$ cat src/design/bppcd_pkg.sv
// Package for the bit-plane pixel color decoder.
// Holds register indexes, mode codes, color maps and the per-pixel decode function.
// No dependencies.
package bppcd_pkg;

    localparam int NUM_PIX    = 8;
    localparam int PLANE_W    = 8;
    localparam int PIX_W      = 5;
    localparam int CFG_ADDR_W = 2;
    localparam int IN_DATA_W  = 4 * PLANE_W;
    localparam int OUT_DATA_W = NUM_PIX * PIX_W;

    // Configuration register indexes
    localparam logic [CFG_ADDR_W-1:0] REG_RAW_MODE     = 2'd0;
    localparam logic [CFG_ADDR_W-1:0] REG_MODE_MASK    = 2'd1;
    localparam logic [CFG_ADDR_W-1:0] REG_PSEUDO_COLOR = 2'd2;

    localparam logic [PLANE_W-1:0] MODE_MASK_RESET = 8'd31;

    // Effective mode codes
    localparam logic [7:0] MODE_MONO_A   = 8'd0;
    localparam logic [7:0] MODE_MONO_B   = 8'd1;
    localparam logic [7:0] MODE_MAP_BLK  = 8'd4;
    localparam logic [7:0] MODE_MAP_WHT  = 8'd5;
    localparam logic [7:0] MODE_NIB_6    = 8'd6;
    localparam logic [7:0] MODE_NIB_7    = 8'd7;
    localparam logic [7:0] MODE_PSEUDO_E = 8'd14;
    localparam logic [7:0] MODE_PSEUDO_F = 8'd15;

    // Mode group selected by m & 20 in the RGB fallback
    localparam logic [7:0] GRP_MASK = 8'd20;
    localparam logic [7:0] GRP_RGB  = 8'd16;
    localparam logic [7:0] GRP_RGBI = 8'd20;

    localparam logic [PIX_W-1:0] IDX_MONO_A_ON  = 5'd10;
    localparam logic [PIX_W-1:0] IDX_MONO_A_OFF = 5'd0;
    localparam logic [PIX_W-1:0] IDX_MONO_B_ON  = 5'd17;
    localparam logic [PIX_W-1:0] IDX_MONO_B_OFF = 5'd16;
    localparam logic [PIX_W-1:0] IDX_INTENSITY  = 5'd8;
    localparam logic [PIX_W-1:0] IDX_MAX        = 5'd17;

    localparam logic [PIX_W-1:0] MAP_BLACK [4] = '{5'd0, 5'd4, 5'd2, 5'd1};
    localparam logic [PIX_W-1:0] MAP_WHITE [4] = '{5'd7, 5'd4, 5'd2, 5'd1};

    typedef struct packed {
        logic [PLANE_W-1:0] eff_mode;
        logic [PLANE_W-1:0] pseudo_color;
    } cfg_t;

    // One pixel: bits of planes a..d, mode, and the color byte (plane_b or pseudo)
    function automatic logic [PIX_W-1:0] decode_pixel(
        input logic [7:0]         m,
        input logic               pa,
        input logic               pb,
        input logic               pc,
        input logic               pd,
        input logic [PLANE_W-1:0] color
    );
        logic [2:0]       v;
        logic [PIX_W-1:0] res;
        v = {pa, pc, pb};
        unique case (m) inside
            MODE_MONO_A:  res = pa ? IDX_MONO_A_ON : IDX_MONO_A_OFF;
            MODE_MONO_B:  res = pa ? IDX_MONO_B_ON : IDX_MONO_B_OFF;
            MODE_MAP_BLK: res = MAP_BLACK[{pa, pb}];
            MODE_MAP_WHT: res = MAP_WHITE[{pa, pb}];
            MODE_NIB_6, MODE_NIB_7, MODE_PSEUDO_E, MODE_PSEUDO_F:
                res = pa ? {1'b0, color[3:0]} : {1'b0, color[7:4]};
            default:
            begin
                unique case (m & GRP_MASK)
                    GRP_RGB:  res = {2'b00, v};
                    GRP_RGBI: res = (pd && (v != 3'd0)) ? ({2'b00, v} + IDX_INTENSITY)
                                                        : {2'b00, v};
                    default:  res = '0;
                endcase
            end
        endcase
        return res;
    endfunction

endpackage

$ cat src/design/bppcd_cfg_regs.sv
// Configuration registers of the bit-plane pixel color decoder.
// Depends on bppcd_pkg.
module bppcd_cfg_regs (
    input  logic                               clk,
    input  logic                               rst_n,
    input  logic                               cfg_wr_en,
    input  logic [bppcd_pkg::CFG_ADDR_W-1:0]   cfg_addr,
    input  logic [bppcd_pkg::PLANE_W-1:0]      cfg_wdata,
    output bppcd_pkg::cfg_t                    cfg
);
    import bppcd_pkg::*;

    logic [PLANE_W-1:0] raw_mode_reg, raw_mode_next;
    logic [PLANE_W-1:0] mode_mask_reg, mode_mask_next;
    logic [PLANE_W-1:0] pseudo_color_reg, pseudo_color_next;

    // Register write decode; unknown indexes are dropped
    always_comb
    begin
        raw_mode_next     = raw_mode_reg;
        mode_mask_next    = mode_mask_reg;
        pseudo_color_next = pseudo_color_reg;
        if (cfg_wr_en)
        begin
            unique case (cfg_addr)
                REG_RAW_MODE:     raw_mode_next     = cfg_wdata;
                REG_MODE_MASK:    mode_mask_next    = cfg_wdata;
                REG_PSEUDO_COLOR: pseudo_color_next = cfg_wdata;
                default:          ;
            endcase
        end
    end

    always_ff @(posedge clk or negedge rst_n)
    begin
        if (!rst_n)
        begin
            raw_mode_reg     <= '0;
            mode_mask_reg    <= MODE_MASK_RESET;
            pseudo_color_reg <= '0;
        end
        else
        begin
            raw_mode_reg     <= raw_mode_next;
            mode_mask_reg    <= mode_mask_next;
            pseudo_color_reg <= pseudo_color_next;
        end
    end

    assign cfg.eff_mode     = raw_mode_reg & mode_mask_reg;
    assign cfg.pseudo_color = pseudo_color_reg;

endmodule

$ cat src/design/bppcd_group_decode.sv
// Combinational decode of one 8-pixel column group into eight palette indices.
// Depends on bppcd_pkg.
module bppcd_group_decode (
    input  bppcd_pkg::cfg_t                   cfg,
    input  logic [bppcd_pkg::IN_DATA_W-1:0]   planes,
    output logic [bppcd_pkg::OUT_DATA_W-1:0]  pixels
);
    import bppcd_pkg::*;

    logic [PLANE_W-1:0] plane_a, plane_b, plane_c, plane_d;
    logic [PLANE_W-1:0] color;

    assign plane_a = planes[0*PLANE_W +: PLANE_W];
    assign plane_b = planes[1*PLANE_W +: PLANE_W];
    assign plane_c = planes[2*PLANE_W +: PLANE_W];
    assign plane_d = planes[3*PLANE_W +: PLANE_W];

    // Pseudo-color modes replace plane b by the register
    assign color = ((cfg.eff_mode == MODE_PSEUDO_E) || (cfg.eff_mode == MODE_PSEUDO_F))
                   ? cfg.pseudo_color : plane_b;

    // Pixel k comes from bit 7-k of every plane
    always_comb
    begin
        for (int k = 0; k < NUM_PIX; k++)
        begin
            pixels[k*PIX_W +: PIX_W] = decode_pixel(cfg.eff_mode,
                                                    plane_a[NUM_PIX-1-k],
                                                    color[NUM_PIX-1-k],
                                                    plane_c[NUM_PIX-1-k],
                                                    plane_d[NUM_PIX-1-k],
                                                    color);
        end
    end

endmodule

$ cat src/design/bitplane_pixel_color_decoder_core.sv
// Top level of the bit-plane pixel color decoder.
// Depends on bppcd_pkg, bppcd_cfg_regs and bppcd_group_decode.
//
// Usage:
//   s_* channel takes one column group per request: four plane bytes in tdata.
//   m_* channel gives one request of eight 5-bit palette indices per group.
//   The config port writes the raw mode (0), mode_mask (1) and pseudo_color (2);
//   write only while no group is in flight.
// Pipeline: an accepted group is captured in the input register, then decoded
//   into the result register, which drives m_tvalid and m_tdata until the result
//   is taken.
// Throughput: one group per cycle while m_tready stays high; the decode is a single pass of logic
//   between the two registers.
// Reset: both pipeline stages empty, raw mode 0, mode_mask 31,
//   pseudo_color 0.
// Stall: while a result waits and m_tready is low the result register holds; an
//   empty input register still takes one more group, after which s_tready drops
//   until the result is taken.
module bitplane_pixel_color_decoder_core (
    input  logic                                clk,
    input  logic                                rst_n,
    // slave stream
    input  logic                                s_tvalid,
    output logic                                s_tready,
    input  logic [bppcd_pkg::IN_DATA_W-1:0]     s_tdata,   // plane_a, plane_b, plane_c, plane_d
    // master stream
    output logic                                m_tvalid,
    input  logic                                m_tready,
    output logic [bppcd_pkg::OUT_DATA_W-1:0]    m_tdata,   // pixel_0 .. pixel_7, 5 bits each
    // configuration write port
    input  logic                                cfg_wr_en,
    input  logic [bppcd_pkg::CFG_ADDR_W-1:0]    cfg_addr,
    input  logic [bppcd_pkg::PLANE_W-1:0]       cfg_wdata
);
    import bppcd_pkg::*;

    cfg_t                  cfg;
    logic                  in_valid_reg, in_valid_next;
    logic [IN_DATA_W-1:0]  planes_reg;
    logic                  out_valid_reg, out_valid_next;
    logic [OUT_DATA_W-1:0] pixels_reg;
    logic [OUT_DATA_W-1:0] pixels_dec;
    logic                  advance;
    logic                  in_take;

    bppcd_cfg_regs u_cfg (
        .clk       (clk),
        .rst_n     (rst_n),
        .cfg_wr_en (cfg_wr_en),
        .cfg_addr  (cfg_addr),
        .cfg_wdata (cfg_wdata),
        .cfg       (cfg)
    );

    bppcd_group_decode u_dec (
        .cfg    (cfg),
        .planes (planes_reg),
        .pixels (pixels_dec)
    );

    // Pipeline handshake
    assign advance  = !out_valid_reg || m_tready;
    assign s_tready = !in_valid_reg || advance;
    assign in_take  = s_tvalid && s_tready;

    always_comb
    begin
        in_valid_next  = in_valid_reg;
        out_valid_next = out_valid_reg;
        if (advance)
        begin
            out_valid_next = in_valid_reg;
        end
        if (s_tready)
        begin
            in_valid_next = s_tvalid;
        end
    end

    always_ff @(posedge clk or negedge rst_n)
    begin
        if (!rst_n)
        begin
            in_valid_reg  <= 1'b0;
            out_valid_reg <= 1'b0;
        end
        else
        begin
            in_valid_reg  <= in_valid_next;
            out_valid_reg <= out_valid_next;
        end
    end

    // Payload registers
    always_ff @(posedge clk)
    begin
        if (in_take)
        begin
            planes_reg <= s_tdata;
        end
        if (advance && in_valid_reg)
        begin
            pixels_reg <= pixels_dec;
        end
    end

    assign m_tvalid = out_valid_reg;
    assign m_tdata  = pixels_reg;

    // Range check of the result word for assertions
    logic pix_range_ok;
    always_comb
    begin
        pix_range_ok = 1'b1;
        for (int k = 0; k < NUM_PIX; k++)
        begin
            if (pixels_reg[k*PIX_W +: PIX_W] > IDX_MAX)
            begin
                pix_range_ok = 1'b0;
            end
        end
    end

`ifndef SYNTH
    // Full pipeline with a stalled output must refuse new input
    a_full_stall: assert property (@(posedge clk) disable iff (!rst_n)
        (in_valid_reg && out_valid_reg && !m_tready) |-> !s_tready)
        else $error("input accepted while both stages full and output stalled");

    // An accepted group always lands in the input register
    a_take_lands: assert property (@(posedge clk) disable iff (!rst_n)
        in_take |=> in_valid_reg)
        else $error("accepted group lost in input stage");

    // A held input group keeps its planes
    a_hold_planes: assert property (@(posedge clk) disable iff (!rst_n)
        (in_valid_reg && !advance) |=> $stable(planes_reg))
        else $error("input stage payload changed while held");

    // Every delivered index lies within the palette range
    a_pix_range: assert property (@(posedge clk) disable iff (!rst_n)
        m_tvalid |-> pix_range_ok)
        else $error("palette index out of range");
`endif

endmodule
$ cat config.mk
export PLATFORM = sky130hd
export DESIGN_NAME = bitplane_pixel_color_decoder_core
export DESIGN_NICKNAME = d
export VERILOG_FILES = /design/src/design/bppcd_pkg.sv /design/src/design/bppcd_cfg_regs.sv /design/src/design/bppcd_group_decode.sv /design/src/design/bitplane_pixel_color_decoder_core.sv
export SDC_FILE = /design/constraint.sdc
export NUM_CORES = 1
export LEC_CHECK = 0
export BUFFER_PORTS_ARGS = -buffer_cell sky130_fd_sc_hd__buf_2
export CAP_MARGIN = 20
export CORE_AREA = 2 2 97 99
export CTS_BUF_LIST = sky130_fd_sc_hd__clkbuf_8
export DETAILED_ROUTE_END_ITERATION = 10
export DIE_AREA = 0 0 99 101
export PLACE_DENSITY_LB_ADDON = 0.1
export SLEW_MARGIN = 20
export SYNTH_ARGS = -nofsm -noshare
export SYNTH_HDL_FRONTEND = slang
export SYNTH_SLANG_ARGS = --single-unit
$ cat constraint.sdc
create_clock -name clk -period 2 [get_ports clk]
set_clock_uncertainty 0.05 [all_clocks]
set_input_delay 0.2 -clock clk [delete_from_list [all_inputs] [get_ports clk]]
set_output_delay 0.2 -clock clk [all_outputs]
set_load 0.1 [all_outputs]
==> results.cfg, run 1 <==
[status]
status = complete, but fails checks
violations = setup timing

[sta]
fin_crit_ps = 2103
max_slew_margin = 0.4862
tightest_slew_ps = 770.7
fin_crit_sh = 1.052
slew_viol_final = 0
finalSetupViolCount = 24
tns_ps = -1422
finalHoldViolCount = 0
rsz0062_at_grt = yes
postLayoutSetupSlackWorst_ps = -103.2
fmax_mhz = 475.5

[cells_and_area]
stdcell_count = 647
nets = 578
drive_gt1_frac = 0.4478
syn2layout_area_growth_pct = 38.00
largest_reg_flops = 33
diodes = 0

[job]
max-cap-violations = 0

[synthesis]
synth.top_cell.area_share = 0.4339
synth_ff_type = edfxtp_1
synth_edf_count = 65
ys_warn_count = 0
netlist_top_cells_area = edfxtp_1 43%, dfrtp_1 12%, mux2_2 7.3%, mux2i_1 3.8%, dfstp_2 2.9%
synth-seq-cells = 91
synthMostInstantiatedCell = edfxtp_1
syn_area_um2 = 4498
avgSynthCellArea_um2 = 12.43
synth_cells = 362
yosysUniqueCellTypes = 45
syn_nets = 409
synthArstFlopShare = 0.2857
synth_common_cells = 65 x edfxtp_1, 31 x nand2_1, 29 x mux2_2
synth_top_area_cell = edfxtp_1
synth-seq-area-share = 0.5800

[floorplanning]
ios = 89
die_h_um = 101
die_w_um = 99
dieArea_um2 = 9999
fp-row-count = 35
start_util = 0.5010
core_um2 = 8977

[clocking]
htreeDepth = 3
cts_buffers = 9
clk_latency_ps = 360
clock-root-buffer = clkbuf_8
tritoncts = done
cts_buffer_depth = 2
clock_sinks = 91
clkTransAtPathRegs_ps = 90

[setup_path]
critPathLaunch = u_cfg.mode_mask_reg[5]$_DFFE_PN0P_
cp_data_arrival_time_ps = 2160
path_max_fanout = 3
critPathMaxStageDelay_ps = 410
critPathBufInv = 2
endpoint_kind = register
critPathRequiredTime_ps = 2060
start_kind = register
critical_path_class = reg -> reg
r2r.worst_path.cells = 7
crit_chain = a22oi_1 > buf_4 > nand4_4 > buf_6 > mux2_4 > o21ba_1 > o32a_1
r2r_start = u_cfg.mode_mask_reg[5]$_DFFE_PN0P_
critPathSlowestCell = dfrtp_1
path_depth = 7
cp_top_family = compound AO/OA/AOI/OAI gates

[global_route]
grt_max_degree = 34
grt_pass1_vias = 3602
grt_pass1_wl_um = 19000
gr-total-overflow = 0
gr-usage-all-layers = 0.2490
antenna_found_initial = 0

[pwr]
comb_power_share = 0.366
clkPwrFrac = 0.204
powerDensity_nw_per_um2 = 928.4
p_sw_uw = 2239
intPower_uw = 3524
p_seq_frac = 0.430
ir_drop_uv = 650.1
switching_share = 0.3885
leakage_uw = 0.002593

[routing]
vias_per_cell = 5.784
num_vias = 3742
drt.antenna.violating_nets = 0
first_pass_iters = 5
route.detailed.drc = 0
wirelength_um = 12210
drt-initial-drc-count = 325
wire_per_inst_um = 18.87

[hold_path]
min_path_cells = 2
hold_class = in -> reg
hp-start = cfg_wdata[7]

[placed_design]
gp_congestion = 0.9350
place_inst = 588
hpwl_um = 8354
port_buffers = 88
-- path summary, 6_finish.rpt --
kind / slack, ps / to
worst max-delay path: -100 / m_tdata[18]$_DFFE_PP_
min in group asynchronous: 320 / u_cfg.pseudo_color_reg[0]$_DFFE_PN0P_
worst max register to register: -100 / m_tdata[18]$_DFFE_PP_
worst min-delay path: 40 / u_cfg.pseudo_color_reg[7]$_DFFE_PN0P_
worst min register to register: 470 / m_tvalid$_DFFE_PN0P_
max in group asynchronous: 1120 / m_tvalid$_DFFE_PN0P_
-- layout make-up --
type                    count  area, µm²
inverters                  13      48.80
clock inverters             5      35.03
flip-flops and latches     91       2613
clock buffers              11      151.4
repair buffers            181       1300
fillers                   644       2770
well taps                 111      138.9
multi-input cells         235       1921
-- cells in the final DEF (no fill, tap or decap), types with 7 or more instances in the layout --
cell / netlist / routed
nor2_1: 9 / 8
mux2i_1: 17 / 14
mux2_2: 29 / 25
buf_6: 2 / 7
edfxtp_1: 65 / 65
buf_4: 8 / 48
nand3_1: 10 / 8
a22oi_1: 13 / 8
dlygate4sd3_1: 0 / 34
nand2_1: 31 / 30
o211ai_1: 7 / 7
buf_2: 0 / 88
o21ai_0: 19 / 14
o221ai_1: 12 / 11
a21oi_1: 26 / 17
o32a_1: 7 / 7
mux2_4: 2 / 7
dfrtp_1: 21 / 20
inv_1: 13 / 13
a21oi_2: 0 / 8
clkbuf_8: 0 / 11
-- stage by stage --
step | power [µW] | setup WS, ps | hold WS (ps) | util | cell area [µm²]
floorplan | 3886 | -332.5 | -145.6 | - | 4604
global placement | 4432 | -143.0 | 173.0 | 0.6081 | 5459
detailed placement | 4455 | -153.1 | 186.0 | 0.6081 | 5459
CTS | 5714 | -96.14 | 35.67 | 0.6780 | 6087
global route | 5983 | -190.5 | 39.16 | 0.6914 | 6207
finish | 5763 | -103.2 | 42.82 | 0.6914 | 6207
-- metal layers --
metal | track usage | routed length [µm] | vias to the layer above | part of all wire
met4 | 0.06744 | 176 | 0 | 0.014
met5 | 0 | 0 | - | 0
met1 | 0.3417 | 5310 | 1799 | 0.44
met2 | 0.4064 | 5803 | 184 | 0.48
li1 | - | - | 1741 | -
met3 | 0.05132 | 916 | 18 | 0.075
-- power by group through the flow --
stage / clock (µW) / combinational (µW) / sequential [µW]
after floorplan: 0 / 750 / 3140
after global placement: 0 / 1920 / 2510
after detailed placement: 0 / 1940 / 2510
after CTS: 1200 / 2040 / 2480
after global routing: 1270 / 2200 / 2510
final: 1170 / 2110 / 2480
-- what timing repair did --
item                       4_1_cts  5_1_grt
hold endpoints to repair        54        0
hold buffers                    34        0
buffers inserted                 5        3
pin swaps                        6        3
resized for setup               18       19
gates cloned                     1        0
setup endpoints to repair       30       32
-- cell families (layout without fill, tap and decap cells) --
kind of cell           count (synthesis)  after routing  synth area share
AOI/OAI and AO/OA                    106            106            0.1647
buffers and inverters                 37            210           0.04089
DFF                                   91             91            0.5800
muxes                                 50             51            0.1271
and+or+nand+nor                       78             78           0.08734
No activity file was read; power rests on OpenSTA's default activity.
==> run 2, diff against run 1 <==
Settings changed: CORE_AREA 2 2 97 99 to 2 2 92 94, DIE_AREA 0 0 99 101 to 0 0 94 96.
Clock period 2 ns to 2.3 ns, I/O delays scaled along.
==> results.cfg, run 2 (same netlist as run 1, synthesis figures left out) <==
[status]
status = finished, final reports clean

[sta]
max_slew_margin = 0.5218
fin_crit_sh = 0.9676
fmax_mhz = 449.3
tightest_slew_ps = 714.2
fin_crit_ps = 2226
finalSetupViolCount = 0
holdWs_ps = 26.88
slew_viol_final = 0
rsz0062_at_grt = no
finalHoldViolCount = 0

[cells_and_area]
final_common_cell = buf_2
largest_reg_flops = 33
diodes = 0
drive_gt1_frac = 0.3566
final_cell_mix = 88 x buf_2, 65 x edfxtp_1, 33 x dlygate4sd3_1
syn2layout_area_growth_pct = 27.34
n_fill_cell = 582
nets = 544
fin_area_um2 = 5728

[job]
max-cap-violations = 0

[clocking]
clk_latency_ps = 360
tritoncts = done
cts_buffer_depth = 2
clock_sinks = 91
htreeDepth = 3
clkTransAtPathRegs_ps = 100
cts_buffers = 9
clock-root-buffer = clkbuf_8

[setup_path]
cp_data_arrival_time_ps = 2290
critPathSlowestCell = dfstp_2
critPathMaxStageDelay_ps = 560
critPathRequiredTime_ps = 2370
crit_chain = and4_1 > nand4_2 > buf_12 > mux2_4 > o21ba_1 > o32a_1
endpoint_kind = register
start_kind = register
critical_path_class = reg -> reg
r2r_setup_slack_ps = 70
path_max_fanout = 19

[floorplanning]
start_util = 0.5587
core_um2 = 8051
die_h_um = 96
die_w_um = 94
fp-row-count = 33
dieArea_um2 = 9024
ios = 89

[placed_design]
gp_congestion = 0.9269
place_area_um2 = 5155
hpwl_um = 7894
port_buffers = 88

[pwr]
leakage_uw = 0.002394
ir_drop_uv = 501.5
powerDensity_nw_per_um2 = 873.8

[routing]
first_pass_iters = 7
vias_per_cell = 6.044
drt-initial-drc-count = 462
num_vias = 3669
wire_per_inst_um = 19.72
drt.antenna.violating_nets = 0
route.detailed.drc = 0
wirelength_um = 11970

[global_route]
gr-total-overflow = 0
antenna_found_initial = 0
grt_pass1_wl_um = 18080
grt_pass1_vias = 3427
grt_max_degree = 34
gr-usage-all-layers = 0.2711

[hold_path]
hold_class = in -> reg
-- run 2: cell types whose count changed in the layout (fill, tap and decap cells not counted), sizes merged --
| cell | previous run | this run |
|---|---|---|
| buf | 147 | 115 |
| bufinv | 0 | 2 |
| clkbuf | 11 | 9 |
| clkinv | 3 | 1 |
| clkinvlp | 0 | 2 |
| dlygate4sd3 | 34 | 33 |
| mux2 | 32 | 31 |
-- run 2: metrics by stage --
step / total power, µW / setup WS (ps) / setup TNS (ps) / std cells / utilization
4_1_cts: 4961 / 45.42 / 0 / 604 / 0.7064
5_1_grt: 5192 / 7.493 / 0 / 607 / 0.7114
6_report: 5005 / 74.44 / 0 / 607 / 0.7114
2_1_floorplan: 3350 / -32.50 / -1040 / 362 / -
3_3_place_gp: 3716 / 83.90 / 0 / 557 / 0.6402
3_5_place_dp: 3733 / 61.17 / 0 / 557 / 0.6402
-- run 2: what timing repair did --
action | in CTS | in global routing
endpoints found under the hold margin | 51 | 2
hold buffers | 31 | 2
gates resized for setup | 0 | 4
setup buffers | 0 | 1
endpoints found under the setup margin | 0 | 22
-- run 2: layer usage --
metal	track usage	vias to the layer above	wire length, µm
met4	0.08213	0	144
li1	-	1676	-
met3	0.04933	18	1153
met5	0	-	0
met1	0.3785	1740	4932
met2	0.4375	235	5740
-- run 2: worst max-delay path: cells and delay by family, from the launching register on --
family,cells,cell delay (ps)
AOI/OAI and AO/OA,2,460
buffers and inverters,1,200
DFF,1,560
muxes,1,340
and+or+nand+nor,2,360
-- run 2: where the power goes --
group          total, µW  internal [µW]  switching (µW)  leakage, µW
clock               1220            620             600     0.000105
sequential          2180           2020             163     0.000933
combinational       1610            460            1150      0.00136
-- run 2: final cells by class --
cell class,instances,area [µm²],share of cell area
clock inverters,7,98.84,0.01726
multi-input cells,234,1727,0.3014
repair buffers,148,985.9,0.1721
inverters,13,48.80,0.008519
clock buffers,9,123.9,0.02163
well taps,105,131.4,0.02294
flip-flops and latches,91,2613,0.4561
-- run 2: final timing paths --
kind                                                          from                                 to  depth (start not counted)
worst max-delay path            u_cfg.mode_mask_reg[1]$_DFFE_PN1P_              m_tdata[18]$_DFFE_PP_                          6
worst min-delay path                                      s_tvalid           in_valid_reg$_DFFE_PN0N_                          2
max in group asynchronous                                    rst_n               m_tvalid$_DFFE_PN0P_                          2
min in group asynchronous                                    rst_n  u_cfg.raw_mode_reg[4]$_DFFE_PN0P_                          2
worst min register to register            in_valid_reg$_DFFE_PN0N_               m_tvalid$_DFFE_PN0P_                          1
worst max register to register  u_cfg.mode_mask_reg[1]$_DFFE_PN1P_              m_tdata[18]$_DFFE_PP_                          6
